File: config.mk
export PLATFORM = sky130hd
export DESIGN_NAME = filled_disk_column_spans
export DESIGN_NICKNAME = d
export VERILOG_FILES = /design/src/fdcs_pkg.sv /design/src/fdcs_cfg.sv /design/src/fdcs_ctrl.sv /design/src/fdcs_dpath.sv /design/src/filled_disk_column_spans.sv
export SDC_FILE = /design/constraint.sdc
export NUM_CORES = 1
export LEC_CHECK = 0
export ABC_AREA = 1
export BUFFER_PORTS_ARGS = -buffer_cell sky130_fd_sc_hd__buf_2
export CAP_MARGIN = 5
export CORE_ASPECT_RATIO = 0.5
export CORE_MARGIN = 3
export CORE_UTILIZATION = 32
export CTS_BUF_LIST = sky130_fd_sc_hd__clkbuf_4 sky130_fd_sc_hd__clkbuf_8
export DETAILED_ROUTE_END_ITERATION = 10
export SYNTH_ARGS = -nofsm -noshare
export SYNTH_HDL_FRONTEND = slang
export SYNTH_SLANG_ARGS = --single-unit
File: constraint.sdc
create_clock -name clk -period 5.1 [get_ports clk]
set_input_delay 1.275 -clock clk [delete_from_list [all_inputs] [get_ports clk]]
set_output_delay 1.275 -clock clk [all_outputs]
set_load 0.01 [all_outputs]
File: src/fdcs_pkg.sv
// ----------------------------------------------------------------------------
// fdcs_pkg - shared definitions for the filled disk column span rasteriser
// Field widths, configuration register indexes and limits, and the command
// and status bundles between the controller and the datapath.
// ----------------------------------------------------------------------------
`default_nettype none

package fdcs_pkg;

    // Field widths
    localparam int COORD_W  = 12;
    localparam int RADIUS_W = 5;
    localparam int COLOR_W  = 8;
    localparam int COL_W    = 13;
    localparam int ROW_W    = 11;
    localparam int OFFSET_W = 22;
    localparam int SCREEN_W = 12;
    localparam int CFG_IDX_W = 8;

    // Largest radius handled; larger requests saturate here
    localparam logic [RADIUS_W-1:0] MAX_RADIUS = 5'd31;

    // Screen size clamp and reset values
    localparam logic [SCREEN_W-1:0] SCREEN_LIMIT = 12'd2048;
    localparam logic [SCREEN_W-1:0] WIDTH_RESET  = 12'd640;
    localparam logic [SCREEN_W-1:0] HEIGHT_RESET = 12'd480;

    // Configuration register indexes
    localparam logic [CFG_IDX_W-1:0] CFG_SCREEN_WIDTH  = 8'd0;
    localparam logic [CFG_IDX_W-1:0] CFG_SCREEN_HEIGHT = 8'd1;

    // Controller to datapath commands
    typedef struct packed {
        logic load_item;
        logic start_col;
        logic root_step;
        logic do_clip;
        logic do_mult;
        logic emit;
        logic next_col;
    } cmd_t;

    // Datapath to controller status
    typedef struct packed {
        logic root_done;
        logic last_col;
        logic out_free;
    } status_t;

endpackage

`default_nettype wire

File: src/fdcs_cfg.sv
// ----------------------------------------------------------------------------
// fdcs_cfg - screen size configuration registers
// Holds screen width and height, clamped to the screen limit on write.
// Writes to indexes outside the register list are accepted and dropped.
// ----------------------------------------------------------------------------
`default_nettype none

module fdcs_cfg (
    input  wire logic                           clk,
    input  wire logic                           rst_n,
    input  wire logic                           cfg_valid,
    output logic                                cfg_ready,
    input  wire logic [fdcs_pkg::CFG_IDX_W-1:0] cfg_index,
    input  wire logic [fdcs_pkg::SCREEN_W-1:0]  cfg_data,
    output logic [fdcs_pkg::SCREEN_W-1:0]       screen_width,
    output logic [fdcs_pkg::SCREEN_W-1:0]       screen_height
);
    import fdcs_pkg::*;

    logic [SCREEN_W-1:0] width_reg;
    logic [SCREEN_W-1:0] width_next;
    logic [SCREEN_W-1:0] height_reg;
    logic [SCREEN_W-1:0] height_next;
    logic [SCREEN_W-1:0] clamped;
    logic                wr_en;

    // Always take a configuration beat
    assign cfg_ready = 1'b1;
    assign wr_en     = cfg_valid & cfg_ready;

    // Clamp the written size to the screen limit
    assign clamped = (cfg_data > SCREEN_LIMIT) ? SCREEN_LIMIT : cfg_data;

    // Decode the register index
    always_comb
    begin
        width_next  = width_reg;
        height_next = height_reg;
        if (wr_en && (cfg_index == CFG_SCREEN_WIDTH))
        begin
            width_next = clamped;
        end
        if (wr_en && (cfg_index == CFG_SCREEN_HEIGHT))
        begin
            height_next = clamped;
        end
    end

    always_ff @(posedge clk or negedge rst_n)
    begin
        if (!rst_n)
        begin
            width_reg  <= WIDTH_RESET;
            height_reg <= HEIGHT_RESET;
        end
        else
        begin
            width_reg  <= width_next;
            height_reg <= height_next;
        end
    end

    assign screen_width  = width_reg;
    assign screen_height = height_reg;

endmodule

`default_nettype wire

File: src/fdcs_ctrl.sv
// ----------------------------------------------------------------------------
// fdcs_ctrl - column scan sequencer
// One-hot state machine that steps the datapath through each column of the
// bounding square: set up, integer square root, clip, offset multiply, emit.
// ----------------------------------------------------------------------------
`default_nettype none

module fdcs_ctrl (
    input  wire logic              clk,
    input  wire logic              rst_n,
    input  wire logic              in_valid,
    output logic                   in_ready,
    input  wire fdcs_pkg::status_t status,
    output fdcs_pkg::cmd_t         cmd
);
    import fdcs_pkg::*;

    typedef enum logic [5:0] {
        ST_IDLE = 6'b000001,
        ST_COL  = 6'b000010,
        ST_ROOT = 6'b000100,
        ST_CLIP = 6'b001000,
        ST_MULT = 6'b010000,
        ST_EMIT = 6'b100000
    } state_t;

    state_t state_reg;
    state_t state_next;

    assign in_ready = (state_reg == ST_IDLE);

    // Next state and command decode
    always_comb
    begin
        state_next = state_reg;
        cmd        = '0;
        unique case (state_reg)
            ST_IDLE:
            begin
                if (in_valid)
                begin
                    cmd.load_item = 1'b1;
                    state_next    = ST_COL;
                end
            end
            ST_COL:
            begin
                cmd.start_col = 1'b1;
                state_next    = ST_ROOT;
            end
            ST_ROOT:
            begin
                if (status.root_done)
                begin
                    state_next = ST_CLIP;
                end
                else
                begin
                    cmd.root_step = 1'b1;
                end
            end
            ST_CLIP:
            begin
                cmd.do_clip = 1'b1;
                state_next  = ST_MULT;
            end
            ST_MULT:
            begin
                cmd.do_mult = 1'b1;
                state_next  = ST_EMIT;
            end
            ST_EMIT:
            begin
                // Hold until the output register is free
                if (status.out_free)
                begin
                    cmd.emit = 1'b1;
                    if (status.last_col)
                    begin
                        state_next = ST_IDLE;
                    end
                    else
                    begin
                        cmd.next_col = 1'b1;
                        state_next   = ST_COL;
                    end
                end
            end
            default:
            begin
                state_next = ST_IDLE;
            end
        endcase
    end

    always_ff @(posedge clk or negedge rst_n)
    begin
        if (!rst_n)
        begin
            state_reg <= ST_IDLE;
        end
        else
        begin
            state_reg <= state_next;
        end
    end

endmodule

`default_nettype wire

File: src/fdcs_dpath.sv
// ----------------------------------------------------------------------------
// fdcs_dpath - column span datapath
// Holds the circle command, runs the incremental integer square root for the
// half height of each column, clips the run to the screen, forms the
// framebuffer offset and keeps the output register.
// ----------------------------------------------------------------------------
`default_nettype none

module fdcs_dpath (
    input  wire logic                          clk,
    input  wire logic                          rst_n,
    input  wire fdcs_pkg::cmd_t                cmd,
    output fdcs_pkg::status_t                  status,
    input  wire logic [fdcs_pkg::COORD_W-1:0]  center_x,
    input  wire logic [fdcs_pkg::COORD_W-1:0]  center_y,
    input  wire logic [fdcs_pkg::RADIUS_W-1:0] radius_px,
    input  wire logic [fdcs_pkg::COLOR_W-1:0]  fill_color,
    input  wire logic [fdcs_pkg::SCREEN_W-1:0] screen_width,
    input  wire logic [fdcs_pkg::SCREEN_W-1:0] screen_height,
    output logic                               out_valid,
    input  wire logic                          out_ready,
    output logic [fdcs_pkg::COL_W-1:0]         span_column,
    output logic [fdcs_pkg::ROW_W-1:0]         span_first_row,
    output logic [fdcs_pkg::ROW_W-1:0]         span_last_row,
    output logic [fdcs_pkg::OFFSET_W-1:0]      first_offset,
    output logic [fdcs_pkg::COLOR_W-1:0]       span_color,
    output logic                               span_empty,
    output logic                               span_final
);
    import fdcs_pkg::*;

    // Command registers
    logic signed [COORD_W-1:0]  cx_reg;
    logic signed [COORD_W-1:0]  cy_reg;
    logic [RADIUS_W-1:0]        r_reg;
    logic [COLOR_W-1:0]         color_reg;
    logic signed [RADIUS_W+1:0] dx_reg;
    logic signed [RADIUS_W+1:0] dx_next;

    // Square root iteration: t_reg tracks (h_reg + 1) squared
    logic [2*RADIUS_W-1:0] rem_reg;
    logic [RADIUS_W-1:0]   h_reg;
    logic [2*RADIUS_W:0]   t_reg;

    // Clipped column registers
    logic signed [COL_W-1:0] col_reg;
    logic [ROW_W-1:0]        lo_reg;
    logic [ROW_W-1:0]        hi_reg;
    logic                    empty_reg;
    logic [OFFSET_W-1:0]     prod_reg;

    // Output register
    logic                    out_valid_reg;
    logic [COL_W-1:0]        o_col_reg;
    logic [ROW_W-1:0]        o_first_reg;
    logic [ROW_W-1:0]        o_last_reg;
    logic [OFFSET_W-1:0]     o_offset_reg;
    logic [COLOR_W-1:0]      o_color_reg;
    logic                    o_empty_reg;
    logic                    o_final_reg;

    logic [RADIUS_W-1:0]     r_sat;
    logic [RADIUS_W+1:0]     dx_abs;
    logic [2*RADIUS_W-1:0]   r_sq;
    logic [2*RADIUS_W-1:0]   dx_sq;
    logic signed [COL_W-1:0] col_c;
    logic signed [COL_W:0]   lo_raw;
    logic signed [COL_W:0]   hi_raw;
    logic signed [COL_W:0]   lo_c;
    logic signed [COL_W:0]   hi_c;
    logic signed [COL_W:0]   row_max;
    logic                    empty_c;
    logic [OFFSET_W:0]       prod_c;
    logic [OFFSET_W-1:0]     offset_c;
    logic                    last_col;

    // Saturate the radius
    assign r_sat = (radius_px > MAX_RADIUS) ? MAX_RADIUS : radius_px;

    // Squares for the remaining budget of this column
    assign dx_abs = dx_reg[RADIUS_W+1] ? (RADIUS_W+2)'(-dx_reg) : dx_reg;
    assign r_sq   = {{RADIUS_W{1'b0}}, r_reg} * {{RADIUS_W{1'b0}}, r_reg};
    assign dx_sq  = {{(RADIUS_W-1){1'b0}}, dx_abs[RADIUS_W:0]}
                  * {{(RADIUS_W-1){1'b0}}, dx_abs[RADIUS_W:0]};

    assign last_col = (dx_reg == $signed({2'b00, r_reg}));

    // Column and clipped row run
    assign col_c   = $signed({cx_reg[COORD_W-1], cx_reg})
                   + $signed({{(COL_W-RADIUS_W-2){dx_reg[RADIUS_W+1]}}, dx_reg});
    assign lo_raw  = $signed({{2{cy_reg[COORD_W-1]}}, cy_reg})
                   - $signed({{(COL_W+1-RADIUS_W){1'b0}}, h_reg});
    assign hi_raw  = $signed({{2{cy_reg[COORD_W-1]}}, cy_reg})
                   + $signed({{(COL_W+1-RADIUS_W){1'b0}}, h_reg});
    assign row_max = $signed({2'b00, screen_height}) - $signed(14'sd1);
    assign lo_c    = lo_raw[COL_W] ? '0 : lo_raw;
    assign hi_c    = (hi_raw > row_max) ? row_max : hi_raw;
    assign empty_c = col_c[COL_W-1]
                   || (col_c >= $signed({1'b0, screen_width}))
                   || (lo_c > hi_c);

    // Row stride product and final offset
    assign prod_c   = {{(OFFSET_W+1-SCREEN_W){1'b0}}, screen_width}
                    * {{(OFFSET_W+1-ROW_W){1'b0}}, lo_reg};
    assign offset_c = empty_reg ? '0
                    : prod_reg + {{(OFFSET_W-COL_W){col_reg[COL_W-1]}}, col_reg};

    assign dx_next = dx_reg + (RADIUS_W+2)'(1);

    // Command, scan and square root registers
    always_ff @(posedge clk or negedge rst_n)
    begin
        if (!rst_n)
        begin
            r_reg   <= '0;
            dx_reg  <= '0;
            rem_reg <= '0;
            h_reg   <= '0;
            t_reg   <= (2*RADIUS_W+1)'(1);
        end
        else
        begin
            if (cmd.load_item)
            begin
                r_reg  <= r_sat;
                dx_reg <= -$signed({2'b00, r_sat});
            end
            else if (cmd.next_col)
            begin
                dx_reg <= dx_next;
            end
            if (cmd.start_col)
            begin
                rem_reg <= r_sq - dx_sq;
                h_reg   <= '0;
                t_reg   <= (2*RADIUS_W+1)'(1);
            end
            else if (cmd.root_step)
            begin
                h_reg <= h_reg + RADIUS_W'(1);
                t_reg <= t_reg + (2*RADIUS_W+1)'({h_reg, 1'b0})
                       + (2*RADIUS_W+1)'(3);
            end
        end
    end

    // Payload registers
    always_ff @(posedge clk)
    begin
        if (cmd.load_item)
        begin
            cx_reg    <= $signed(center_x);
            cy_reg    <= $signed(center_y);
            color_reg <= fill_color;
        end
        if (cmd.do_clip)
        begin
            col_reg   <= col_c;
            empty_reg <= empty_c;
            lo_reg    <= empty_c ? '0 : lo_c[ROW_W-1:0];
            hi_reg    <= empty_c ? '0 : hi_c[ROW_W-1:0];
        end
        if (cmd.do_mult)
        begin
            prod_reg <= prod_c[OFFSET_W-1:0];
        end
        if (cmd.emit)
        begin
            o_col_reg    <= col_reg;
            o_first_reg  <= lo_reg;
            o_last_reg   <= hi_reg;
            o_offset_reg <= offset_c;
            o_color_reg  <= color_reg;
            o_empty_reg  <= empty_reg;
            o_final_reg  <= last_col;
        end
    end

    // Output beat valid: set on emit, drop once taken
    always_ff @(posedge clk or negedge rst_n)
    begin
        if (!rst_n)
        begin
            out_valid_reg <= 1'b0;
        end
        else if (cmd.emit)
        begin
            out_valid_reg <= 1'b1;
        end
        else if (out_ready)
        begin
            out_valid_reg <= 1'b0;
        end
    end

    assign status.root_done = (t_reg > {1'b0, rem_reg});
    assign status.last_col  = last_col;
    assign status.out_free  = !out_valid_reg || out_ready;

    assign out_valid      = out_valid_reg;
    assign span_column    = o_col_reg;
    assign span_first_row = o_first_reg;
    assign span_last_row  = o_last_reg;
    assign first_offset   = o_offset_reg;
    assign span_color     = o_color_reg;
    assign span_empty     = o_empty_reg;
    assign span_final     = o_final_reg;

    // The root iteration keeps t equal to (h + 1) squared
    a_root_invariant: assert property (@(posedge clk) disable iff (!rst_n)
        t_reg == ({6'b0, h_reg} + 11'd1) * ({6'b0, h_reg} + 11'd1))
        else $error("root iteration lost its square");

    // The scan never passes the right edge of the bounding square
    a_dx_bound: assert property (@(posedge clk) disable iff (!rst_n)
        dx_reg <= $signed({2'b00, r_reg}))
        else $error("column offset beyond radius");

    // A non-empty clipped run is ordered
    a_run_order: assert property (@(posedge clk) disable iff (!rst_n)
        cmd.do_clip |=> (empty_reg || (lo_reg <= hi_reg)))
        else $error("clipped run out of order");

    // The last column leaves a final beat in the output register
    a_final_beat: assert property (@(posedge clk) disable iff (!rst_n)
        (cmd.emit && last_col) |=> (out_valid_reg && o_final_reg))
        else $error("final column not flagged");

endmodule

`default_nettype wire

File: src/filled_disk_column_spans.sv
// ----------------------------------------------------------------------------
// filled_disk_column_spans - filled circle to column span rasteriser
// Scans the bounding square of a filled circle column by column and gives
// one clipped row span per column, with its framebuffer offset.
//
//   channel  direction  handshake              payload
//   in       sink       in_valid / in_ready    center_x, center_y, radius_px,
//                                              fill_color
//   out      source     out_valid / out_ready  span_column, span_first_row,
//                                              span_last_row, first_offset,
//                                              span_color, span_empty,
//                                              span_final
//   cfg      sink       cfg_valid / cfg_ready  cfg_index, cfg_data
//
// A circle of radius r gives 2r+1 beats. Each column steps through set up,
// the square root, clip, offset multiply and emit; h, the column's half
// height (0..r), is set by the one-step-per-cycle square root iteration.
// The next circle is taken once the last column is in the output register.
// A stalled output holds the sequencer in its emit step.
// Reset sets the screen to 640 by 480 and leaves the block idle.
// ----------------------------------------------------------------------------
`default_nettype none

module filled_disk_column_spans (
    input  wire logic                           clk,
    input  wire logic                           rst_n,
    input  wire logic                           in_valid,
    output logic                                in_ready,
    input  wire logic [fdcs_pkg::COORD_W-1:0]   center_x,
    input  wire logic [fdcs_pkg::COORD_W-1:0]   center_y,
    input  wire logic [fdcs_pkg::RADIUS_W-1:0]  radius_px,
    input  wire logic [fdcs_pkg::COLOR_W-1:0]   fill_color,
    output logic                                out_valid,
    input  wire logic                           out_ready,
    output logic [fdcs_pkg::COL_W-1:0]          span_column,
    output logic [fdcs_pkg::ROW_W-1:0]          span_first_row,
    output logic [fdcs_pkg::ROW_W-1:0]          span_last_row,
    output logic [fdcs_pkg::OFFSET_W-1:0]       first_offset,
    output logic [fdcs_pkg::COLOR_W-1:0]        span_color,
    output logic                                span_empty,
    output logic                                span_final,
    input  wire logic                           cfg_valid,
    output logic                                cfg_ready,
    input  wire logic [fdcs_pkg::CFG_IDX_W-1:0] cfg_index,
    input  wire logic [fdcs_pkg::SCREEN_W-1:0]  cfg_data
);
    import fdcs_pkg::*;

    cmd_t                cmd;
    status_t             status;
    logic [SCREEN_W-1:0] screen_width;
    logic [SCREEN_W-1:0] screen_height;

    // Screen size registers
    fdcs_cfg u_cfg (
        .clk           (clk),
        .rst_n         (rst_n),
        .cfg_valid     (cfg_valid),
        .cfg_ready     (cfg_ready),
        .cfg_index     (cfg_index),
        .cfg_data      (cfg_data),
        .screen_width  (screen_width),
        .screen_height (screen_height)
    );

    // Sequencer
    fdcs_ctrl u_ctrl (
        .clk      (clk),
        .rst_n    (rst_n),
        .in_valid (in_valid),
        .in_ready (in_ready),
        .status   (status),
        .cmd      (cmd)
    );

    // Datapath
    fdcs_dpath u_dpath (
        .clk            (clk),
        .rst_n          (rst_n),
        .cmd            (cmd),
        .status         (status),
        .center_x       (center_x),
        .center_y       (center_y),
        .radius_px      (radius_px),
        .fill_color     (fill_color),
        .screen_width   (screen_width),
        .screen_height  (screen_height),
        .out_valid      (out_valid),
        .out_ready      (out_ready),
        .span_column    (span_column),
        .span_first_row (span_first_row),
        .span_last_row  (span_last_row),
        .first_offset   (first_offset),
        .span_color     (span_color),
        .span_empty     (span_empty),
        .span_final     (span_final)
    );

endmodule

`default_nettype wire
==> flow_metrics.env, run 1 <==
export IMPL_synth_edf_count=157
export IMPL_endpoint="u_dpath.prod_reg[21]"
export IMPL_route_met2_wl_um=20750
export IMPL_most_common_layout_cells="nand2_1, inv_1, ha_1"
export IMPL_met1_length_um=20160
export IMPL_rows=61
export IMPL_syn_cell_area_mm2=0.01841
export IMPL_finalMaxSlewViolations=0
export IMPL_hold_viol_final=0
export IMPL_path_clk_slew_ps=70
export IMPL_cp_end_kind="flip-flop"
export IMPL_drt_iter0_drc=689
export IMPL_cts_sinks=226
export IMPL_grt_pass1_vias=14301
export IMPL_grt_use_total_pct=14.20
export IMPL_holdCritPathClass="flip-flop to flip-flop"
export IMPL_layout_min_cycle_time_ps=4895
export IMPL_slew_headroom_pct=28.98
export IMPL_yosysWarnings=0
export IMPL_ant_nets=0
export IMPL_syn_avg_cell_area_um2=8.705
export IMPL_holdBufCountCts=0
export IMPL_drive_gt1_share_pct=18.08
export IMPL_ys_async_sr_fraction_pct=30.53
export IMPL_top_layer="met4"
export IMPL_synth_seq_area_share_pct=35.04
export IMPL_grt_start_max_net_pins=48
export IMPL_r2r_setup_slack_ps=200
export IMPL_via_per_inst=4.529
export IMPL_place_congestion=0.8713
export IMPL_synth_cells=2115
export IMPL_startpoint="u_dpath.lo_reg[3]"
export IMPL_coreArea_mm2=0.05617
export IMPL_die_w_um=345.2
export IMPL_grt_pass1_wl_um=71330
export IMPL_clock_skew_ps=37.49
export IMPL_met3_length_um=1701
export IMPL_dp_hpwl_um=34410
export IMPL_max_freq_mhz=204.3
export IMPL_start_util_pct=32.78
export IMPL_status="complete, no violations"
export IMPL_fin_area_mm2=0.02183
export IMPL_dieHeight_um=175.6
export IMPL_clk_insertion_delay_late_ps=590
export IMPL_place_area_mm2=0.02041
export IMPL_syn2layout_area_growth_pct=18.58
export IMPL_maxCapViolCount=0
export IMPL_period_share_pct=95.98
export IMPL_clockBufferDepth=3
export IMPL_io_pins=132
export IMPL_dr_pass1_iters=5
export IMPL_drc=0
export IMPL_final_common_cell="nand2_1"
export IMPL_setup_viol=0
export IMPL_dr_total_vias=14198
export IMPL_reg2reg_to="u_dpath.prod_reg[21]"
export IMPL_ys_ff_latch=226
export IMPL_syn_nets=2485
export IMPL_cts_htree_levels=2
export IMPL_r2r_cells=18
export IMPL_tritoncts="yes"
export IMPL_crit_arrival_ps=5210
export IMPL_ctsRootBufferMaster="clkbuf_8"
export IMPL_fin_nets=2716
export IMPL_worstMarginPinSlew_ps=1064
export IMPL_numCtsBuffers=40
export IMPL_ys_types=54
export IMPL_critPathRequiredTime_ps=5420
export IMPL_wirelength_um=43660
export IMPL_die_area_mm2=0.06062
export IMPL_r2r_start="u_dpath.lo_reg[3]"
export IMPL_crit_fanout=7
export IMPL_grt_overflow_total=0
export IMPL_port_buffers=130
export IMPL_critPathKind="flip-flop to flip-flop"
export IMPL_synth_main_ff_cell="edfxtp_1"
export IMPL_antenna_found_initial=0
export IMPL_worst_setup_path_start_kind="flip-flop"
export IMPL_avgRoutedWirePerCell_um=13.93
==> Yosys cell counts, types with 3 or more instances <==
| master | n | area, um2 |
|---|---|---|
| a21boi_0 | 4 | 30.03 |
| a21o_1 | 3 | 22.52 |
| a21oi_1 | 100 | 500.5 |
| a31oi_1 | 7 | 43.79 |
| buf_2 | 4 | 20.02 |
| buf_6 | 4 | 45.04 |
| clkbuf_1 | 32 | 120.1 |
| dfrtp_1 | 61 | 1526 |
| dfstp_2 | 8 | 210.2 |
| edfxtp_1 | 157 | 4715 |
| fa_1 | 121 | 2422 |
| ha_1 | 187 | 2340 |
| inv_1 | 434 | 1629 |
| nand2_1 | 476 | 1787 |
| nand2_2 | 4 | 25.02 |
| nand3_1 | 95 | 475.5 |
| nand3b_1 | 3 | 22.52 |
| nand4_1 | 20 | 125.1 |
| nor2_1 | 110 | 412.9 |
| nor2_2 | 23 | 143.9 |
| nor3_1 | 19 | 95.09 |
| nor3_2 | 3 | 30.03 |
| nor4_1 | 3 | 18.77 |
| o21a_1 | 3 | 22.52 |
| o21ai_0 | 97 | 485.5 |
| o21ai_1 | 3 | 15.01 |
| o21ai_2 | 10 | 87.58 |
| o21bai_1 | 7 | 52.55 |
| o22ai_1 | 7 | 43.79 |
| o31ai_1 | 4 | 30.03 |
| or2_2 | 3 | 18.77 |
| xnor2_1 | 18 | 157.7 |
| xor2_1 | 56 | 490.5 |
==> logic make-up (layout without fill, tap and decap cells) <==
group,Yosys count,count (layout),synth area share (%)
XOR/XNOR,74,74,3.520
AND/OR/NAND/NOR,771,771,17.74
adder cells (fa/ha/maj),308,308,25.86
buffers and inverters,482,745,10.19
AO/OA/AOI/OAI,253,253,7.625
other,1,2,0.02037
flip-flops,226,226,35.04
==> layout make-up <==
class / count / area (um2)
diodes: 1 / 2.502
clock buffers: 51 / 645.6
clock inverters: 23 / 249.0
fillers: 5680 / 34340
inverters: 438 / 1652
multi-input cells: 1407 / 10410
flip-flops and latches: 226 / 6455
well taps: 756 / 945.9
repair buffers: 232 / 1471
repair inverters: 1 / 6.256
==> through the flow <==
step                hold slack (ps)  setup WS [ps]  TNS (ps)  std cells  utilization, %
finish                        419.8          204.9         0       3135           38.87
global route                  424.2         -98.89     -1591       3134           38.86
detailed placement            404.5         -28.90    -28.90       3036           36.33
global placement              401.1          40.49         0       3036           36.33
CTS                           419.3          34.42         0       3113           37.96
floorplan                     400.3          4.989         0       2115               -
==> routing by layer <==
metal / track usage [%] / up-vias
li1: - / 7201
met1: 18.75 / 6713
met2: 24.29 / 216
met3: 2.285 / 68
met4: 3.779 / 0
met5: 0 / -
==> worst max-delay path, stage by stage (launching register included) <==
cell and delay (ps):
edfxtp_1 570, buf_4 230, nand2_1 80, fa_1 490, fa_1 450, fa_1 550
inv_1 50, fa_1 460, fa_1 490, ha_2 390, nand2_1 90, nor2_1 150
nand3_1 100, nand3_1 150, nand3_1 90, nand2_1 100, nand2_1 60, nand2_1 70
xor2_1 70
==> how the worst min path moves through the flow <==
stage / start / endpoint / slack, ps / depth (start not counted)
global route: u_dpath.hi_reg[8] / u_dpath.span_last_row[8] / 420 / 0
detailed placement: u_dpath.color_reg[5] / u_dpath.span_color[5] / 400 / 0
global placement: u_dpath.color_reg[4] / u_dpath.span_color[4] / 400 / 0
CTS: u_dpath.color_reg[5] / u_dpath.span_color[5] / 420 / 0
finish: u_dpath.color_reg[5] / u_dpath.span_color[5] / 420 / 0
floorplan: u_dpath.color_reg[0] / u_dpath.span_color[0] / 400 / 0
==> timing repair <==
item / CTS / global route
resized for setup: 0 / 73
cloned: 0 / 4
buffers inserted: 3 / 17
endpoints found under the setup margin: 1 / 35
pin swaps: 0 / 35
Power of run 1 is left out: the tool's default activity adds up to more than one toggle a clock period on the data nets, which glitch-free logic cannot reach.
==> inputs of run 2 (changes only) <==
Settings changed: REMOVE_ABC_BUFFERS set to 1.
==> run 2 against run 1 <==
Worst setup slack got worse by 37 ps. Non-clock buffer count rose by 8. Clock skew fell by 24 ps. Wire length rose by 0.75%. Final area rose by 0.13%. Core utilization barely moved. Hold slack got worse by 6.3 ps. Clock-buffer cell count fell by 1. Critical path type unchanged.
==> flow_metrics.env, run 2 (synthesis results as in run 1) <==
export IMPL_rows=61
export IMPL_syn2layout_area_growth_pct=18.73
export IMPL_worst_setup_path_start_kind="flip-flop"
export IMPL_status="complete, no violations"
export IMPL_drc=0
export IMPL_setup_viol=0
export IMPL_crit_top_cell="fa_1"
export IMPL_dieHeight_um=175.6
export IMPL_hold_viol_final=0
export IMPL_coreArea_mm2=0.05617
export IMPL_worst_slack_ps=167.9
export IMPL_holdCritPathClass="flip-flop to flip-flop"
export IMPL_antenna_found_initial=2
export IMPL_final_fill_count=5698
export IMPL_seq_area_mm2=0.006455
export IMPL_die_w_um=345.2
export IMPL_finalMaxSlewViolations=0
export IMPL_dr_pass1_iters=5
export IMPL_place_congestion=0.9072
export IMPL_grt_pass1_wl_um=71280
export IMPL_critPathRequiredTime_ps=5550
export IMPL_max_freq_mhz=202.8
export IMPL_drt_iter0_drc=796
export IMPL_grt_pass1_vias=14248
export IMPL_dp_hpwl_um=34650
export IMPL_path_clk_slew_ps=70
export IMPL_grt_start_max_net_pins=48
export IMPL_clk_insertion_delay_late_ps=570
export IMPL_critPathKind="flip-flop to flip-flop"
export IMPL_dr_total_vias=14286
export IMPL_place_area_mm2=0.02043
export IMPL_cts_sinks=226
export IMPL_r2r_cells=22
export IMPL_rsz0062_at_grt="yes"
export IMPL_clockBufferDepth=3
export IMPL_most_common_layout_cells="nand2_1, inv_1, ha_1"
export IMPL_path_cells="inv_2 > ha_4 > inv_1 > nor2_2 > or3_1 > o21ai_2 > inv_2 > buf_4 > nor2_4 > fa_1 > xnor2_1 > xor2_1 > fa_1 > fa_1 > fa_1 > ha_4 > a21oi_1 > o21ai_0 > a31oi_1 > nand3_1 > nand3_1 > nand2_1"
export IMPL_die_area_mm2=0.06062
export IMPL_cp_end_kind="flip-flop"
export IMPL_final_common_cell="nand2_1"
export IMPL_min_path_cells=0
export IMPL_layout_min_cycle_time_ps=4932
export IMPL_worstMarginPinSlew_ps=758.8
export IMPL_start_util_pct=32.78
export IMPL_port_buffers=130
export IMPL_multi_input_area_mm2=0.01036
export IMPL_maxCapViolCount=0
export IMPL_slowest_stage="fa_1"
export IMPL_place_ws_ps=-94.00
export IMPL_crit_fanout=5
export IMPL_setup_tns_ps=0
export IMPL_avgRoutedWirePerCell_um=14.00
export IMPL_period_share_pct=96.71
export IMPL_grt_use_total_pct=14.30
export IMPL_holdBufCountCts=0
export IMPL_cts_htree_levels=2
export IMPL_fin_area_mm2=0.02186
export IMPL_grt_overflow_total=0
export IMPL_wirelength_um=43990
export IMPL_critPathMaxStageDelay_ps=570
export IMPL_ant_nets=0
export IMPL_numCtsBuffers=39
export IMPL_tritoncts="yes"
export IMPL_ctsRootBufferMaster="clkbuf_8"
export IMPL_crit_arrival_ps=5380
export IMPL_fin_nets=2723
export IMPL_clock_skew_ps=13.99
export IMPL_drive_gt1_share_pct=17.66
export IMPL_io_pins=132
export IMPL_slew_headroom_pct=49.29
export IMPL_via_per_inst=4.548
-- run 2: path summary, 6_finish.rpt --
| path | startpoint | to | slack [ps] |
|---|---|---|---|
| setup reg to reg | u_dpath.dx_reg[0] | u_dpath.rem_reg[9] | 170 |
| setup / recovery | u_dpath.dx_reg[0] | u_dpath.rem_reg[9] | 170 |
| hold reg to reg | u_dpath.color_reg[6] | u_dpath.span_color[6] | 410 |
| max in group asynchronous | rst_n | u_cfg.screen_width[6] | 3280 |
| hold / removal | u_dpath.color_reg[6] | u_dpath.span_color[6] | 410 |
| min in group asynchronous | rst_n | u_dpath.r_reg[4] | 760 |
-- run 2: stage by stage --
step / hold slack (ps) / util, % / std cells
2_1_floorplan: 400.3 / - / 2071
3_3_place_gp: 400.7 / 36.36 / 3038
3_5_place_dp: 404.5 / 36.36 / 3038
5_1_grt: 417.6 / 38.91 / 3141
6_report: 413.5 / 38.91 / 3141
4_1_cts: 417.8 / 38.01 / 3110
-- run 2: critical path, delay by kind of cell (launching register included) --
family / cells / cell delay [ps]
adder cells (fa/ha/maj): 6 / 2380
AND/OR/NAND/NOR: 6 / 740
AO/OA/AOI/OAI: 4 / 510
XOR/XNOR: 2 / 410
flip-flops: 1 / 370
buffers and inverters: 4 / 370
-- run 2: per-layer routing --
layer  vias up  GRT usage (%)  routed length (um)
met4         0          4.400                1073
met3        78          2.401                1979
met1      6711          18.80               20110
li1       7215              -                   -
met5         -              0                   0
met2       282          24.22               20820
-- run 2: final cells by class --
| class | instances | share of cell area, % |
|---|---|---|
| tap | 756 | 4.327 |
| clock buffer | 50 | 2.948 |
| inverter | 438 | 7.555 |
| multi-input combinational | 1407 | 47.40 |
| sequential | 226 | 29.53 |
| timing repair buffer | 240 | 6.960 |
| antenna | 1 | 0.01145 |
| timing repair inverter | 1 | 0.04007 |
| clock inverter | 22 | 1.225 |
-- run 2: what timing repair did --
item | 4_1_cts | 5_1_grt
endpoints found under the setup margin | 2 | 37
cloned | 0 | 1
resized for setup | 4 | 70
pin swaps | 4 | 39
buffers inserted | 0 | 29
Power of run 2 is left out for the same reason.
==> inputs of run 3 (changes only) <==
Settings changed: ABC_AREA 1 to not set, BUFFER_PORTS_ARGS -buffer_cell sky130_fd_sc_hd__buf_2 to -buffer_cell sky130_fd_sc_hd__buf_4.
==> run 3 against run 2 <==
Synthesized cell count shrank 19%. Global-route usage fell by 0.46 points. Synthesized area fell by 4.0%. Core utilization is 2.6 points higher. Register-to-register slack worse by 270 ps. Die area shrank 3.9%. Critical path depth up 3. Hold slack improved by 2.4 ps. Maximum frequency decreased by 5.1%. The run now ends with negative setup slack left. Final area up 3.0%.
==> flow_metrics.env, run 3 <==
export IMPL_status="finished with violations"
export IMPL_violations="negative setup slack"
export IMPL_final_util_pct=41.55
export IMPL_antenna_found_initial=1
export IMPL_cts_sinks=226
export IMPL_yosysMostFrequentCell="inv_1"
export IMPL_period_share_pct=101.9
export IMPL_grt_pass1_vias=13008
export IMPL_clockBufferDepth=3
export IMPL_ctsRootBufferMaster="clkbuf_8"
export IMPL_ys_top_cells_by_count="inv_1, ha_1, nand2_1"
export IMPL_reg2reg_to="u_dpath.hi_reg[8]"
export IMPL_worst_setup_path_start_kind="flip-flop"
export IMPL_worst_slack_ps=-99.30
export IMPL_syn_cell_area_mm2=0.01768
export IMPL_crit_arrival_ps=5610
export IMPL_synth_cells=1708
export IMPL_drive_gt1_share_pct=28.29
export IMPL_r2r_cells=25
export IMPL_final_common_cell="buf_4"
export IMPL_grt_use_total_pct=13.85
export IMPL_place_congestion=0.8607
export IMPL_holdCritPathClass="flip-flop to flip-flop"
export IMPL_synth_seq_area_share_pct=36.49
export IMPL_yosysWarnings=0
export IMPL_tritoncts="yes"
export IMPL_yosys_top_cells_area="edfxtp_1, fa_1, ha_1, dfrtp_1, inv_1"
export IMPL_critPathTopFamily="simple AND/OR/NAND/NOR gates"
export IMPL_cp_end_kind="flip-flop"
export IMPL_via_per_inst=4.624
export IMPL_maxCapViolCount=0
export IMPL_wirelength_um=41050
export IMPL_worst_path_buf_inv=5
export IMPL_rows=60
export IMPL_grt_start_max_net_pins=70
export IMPL_cts_htree_levels=2
export IMPL_port_buffers=130
export IMPL_min_path_cells=0
export IMPL_layout_min_cycle_time_ps=5199
export IMPL_slowest_stage="dfrtp_1"
export IMPL_dr_total_vias=12976
export IMPL_critPathKind="flip-flop to flip-flop"
export IMPL_fin_nets=2403
export IMPL_syn_avg_cell_area_um2=10.35
export IMPL_coreArea_mm2=0.05420
export IMPL_dr_pass1_iters=5
export IMPL_die_area_mm2=0.05828
export IMPL_synth_main_ff_cell="edfxtp_1"
export IMPL_die_w_um=338.4
export IMPL_ant_nets=0
export IMPL_met2_usage_pct=24.28
export IMPL_drc=0
export IMPL_r2r_setup_slack_ps=-100
export IMPL_critPathMaxStageDelay_ps=390
export IMPL_io_pins=132
export IMPL_grt_overflow_total=0
export IMPL_dieHeight_um=172.2
export IMPL_ys_types=71
export IMPL_setup_viol=23
export IMPL_start_util_pct=32.62
export IMPL_finalMaxSlewViolations=0
export IMPL_dp_hpwl_um=31490
export IMPL_critPathRequiredTime_ps=5510
export IMPL_ys_ff_latch=226
export IMPL_numCtsBuffers=38
export IMPL_ys_async_sr_fraction_pct=30.53
export IMPL_hp_start="u_dpath.hi_reg[3]"
export IMPL_synth_edf_count=157
export IMPL_rsz0062_at_grt="yes"
export IMPL_irDropWorstVdd_uv=2101
export IMPL_crit_top_cell="a21oi_2"
export IMPL_worstMarginPinSlew_ps=1040
export IMPL_yosysTopAreaCellShare_pct=26.67
export IMPL_yosysTopAreaCell="edfxtp_1"
export IMPL_max_freq_mhz=192.3
export IMPL_cp_depth=25
export IMPL_most_common_layout_cells="buf_4, inv_1, nand2_1"
export IMPL_avgRoutedWirePerCell_um=14.63
export IMPL_slew_headroom_pct=30.66
export IMPL_stdcell_count=2806
export IMPL_r2r_start="u_dpath.h_reg[1]"
export IMPL_grt_pass1_wl_um=66210
export IMPL_startpoint="u_dpath.h_reg[1]"
export IMPL_grt_met1_usage_pct=18.29
export IMPL_crit_fanout=7
export IMPL_path_clk_slew_ps=70
export IMPL_whs_endpoint="u_dpath.span_last_row[3]"
export IMPL_clk_insertion_delay_late_ps=550
export IMPL_clock_skew_ps=24.68
export IMPL_syn2layout_area_growth_pct=27.37
export IMPL_grtUsageMet3_pct=2.020
export IMPL_hold_viol_final=0
export IMPL_drt_iter0_drc=588
export IMPL_power_density_mw_per_mm2=719.1
export IMPL_busiest_layer="met2"
export IMPL_dp_cells=2684
export IMPL_power_leakage_uw=0.01024
-- run 3: cells by family (layout without fill, tap and decap cells) --
kind of cell	after synthesis	after routing	share of synthesized area, %
DFF	226	226	36.49
and+or+nand+nor	523	523	14.67
muxes	37	37	2.272
AOI/OAI and AO/OA	238	238	8.641
adders and majority gates	308	308	26.94
xor gates and xnor gates	102	102	5.131
other	1	2	0.02121
buffers and inverters	273	626	5.839
-- run 3: power by group --
part / internal (uW) / switching, uW
registers: 2240 / 165
logic: 6310 / 5720
clock network: 1010 / 751
-- run 3: worst reg2reg max path, stage by stage (launching register included) --
cell and delay [ps]:
dfrtp_1 390, inv_2 100, ha_1 250, nand2b_4 140
a21oi_2 160, o21ai_2 110, and4b_1 210, or3_4 390
ha_4 280, nand2_1 80, nor3_4 250, a21oi_2 90
a31o_2 260, a21oi_2 140, buf_6 130, buf_12 100
mux2_4 310, ha_4 270, nand4_1 90, nor4_2 330
o31ai_1 150, a211oi_2 260, nand4b_1 180, buf_6 180
buf_12 150, nor2_4 70
-- run 3: layer usage --
layer  routed length [um]  part of all wire (%)  vias to the layer above
met2                20050                    49                      138
met5                    0                     0                        -
met4                  684                   1.7                        0
met3                 1269                   3.1                       54
li1                     -                     -                     6436
met1                19050                    46                     6348
-- run 3: how the worst max path moves through the flow --
| stage | endpoint | slack [ps] |
|---|---|---|
| 4_1_cts | u_dpath.hi_reg[6] | -110 |
| 3_3_place_gp | u_dpath.rem_reg[9] | -510 |
| 5_1_grt | u_dpath.hi_reg[8] | -330 |
| 3_5_place_dp | u_dpath.lo_reg[10] | -560 |
| 6_report | u_dpath.hi_reg[8] | -100 |
| 2_1_floorplan | u_dpath.lo_reg[10] | -760 |
-- run 3: repair_timing --
action                                  in CTS  in global routing
endpoints found under the setup margin      34                 36
resized for setup                           62                109
pin swaps                                   62                 90
setup buffers                               36                 17
hold buffers                                 0                  0
-- run 3: final cells by class --
class,count,area (um2)
clock inverters,12,136.4
multi-input cells,1209,10850
repair buffers,338,2628
flip-flops and latches,226,6457
inverters,220,827.0
fillers,5258,31680
well taps,744,930.9
diodes,1,2.502
clock buffers,56,683.2
-- run 3: stage by stage --
step / hold WS, ps / worst slack (ps) / area (um2) / setup TNS (ps) / total power, uW
floorplan: 400.3 / -759.3 / 17470 / -15360 / 10030
CTS: 416.9 / -107.0 / 21920 / -1810 / 15820
finish: 415.9 / -99.30 / 22520 / -1326 / 16190
global route: 419.6 / -332.4 / 22520 / -7814 / 18080
detailed placement: 404.5 / -559.4 / 20570 / -12770 / 13620
global placement: 400.7 / -507.0 / 20570 / -9009 / 13540
Power figures use the tool's default switching activity.
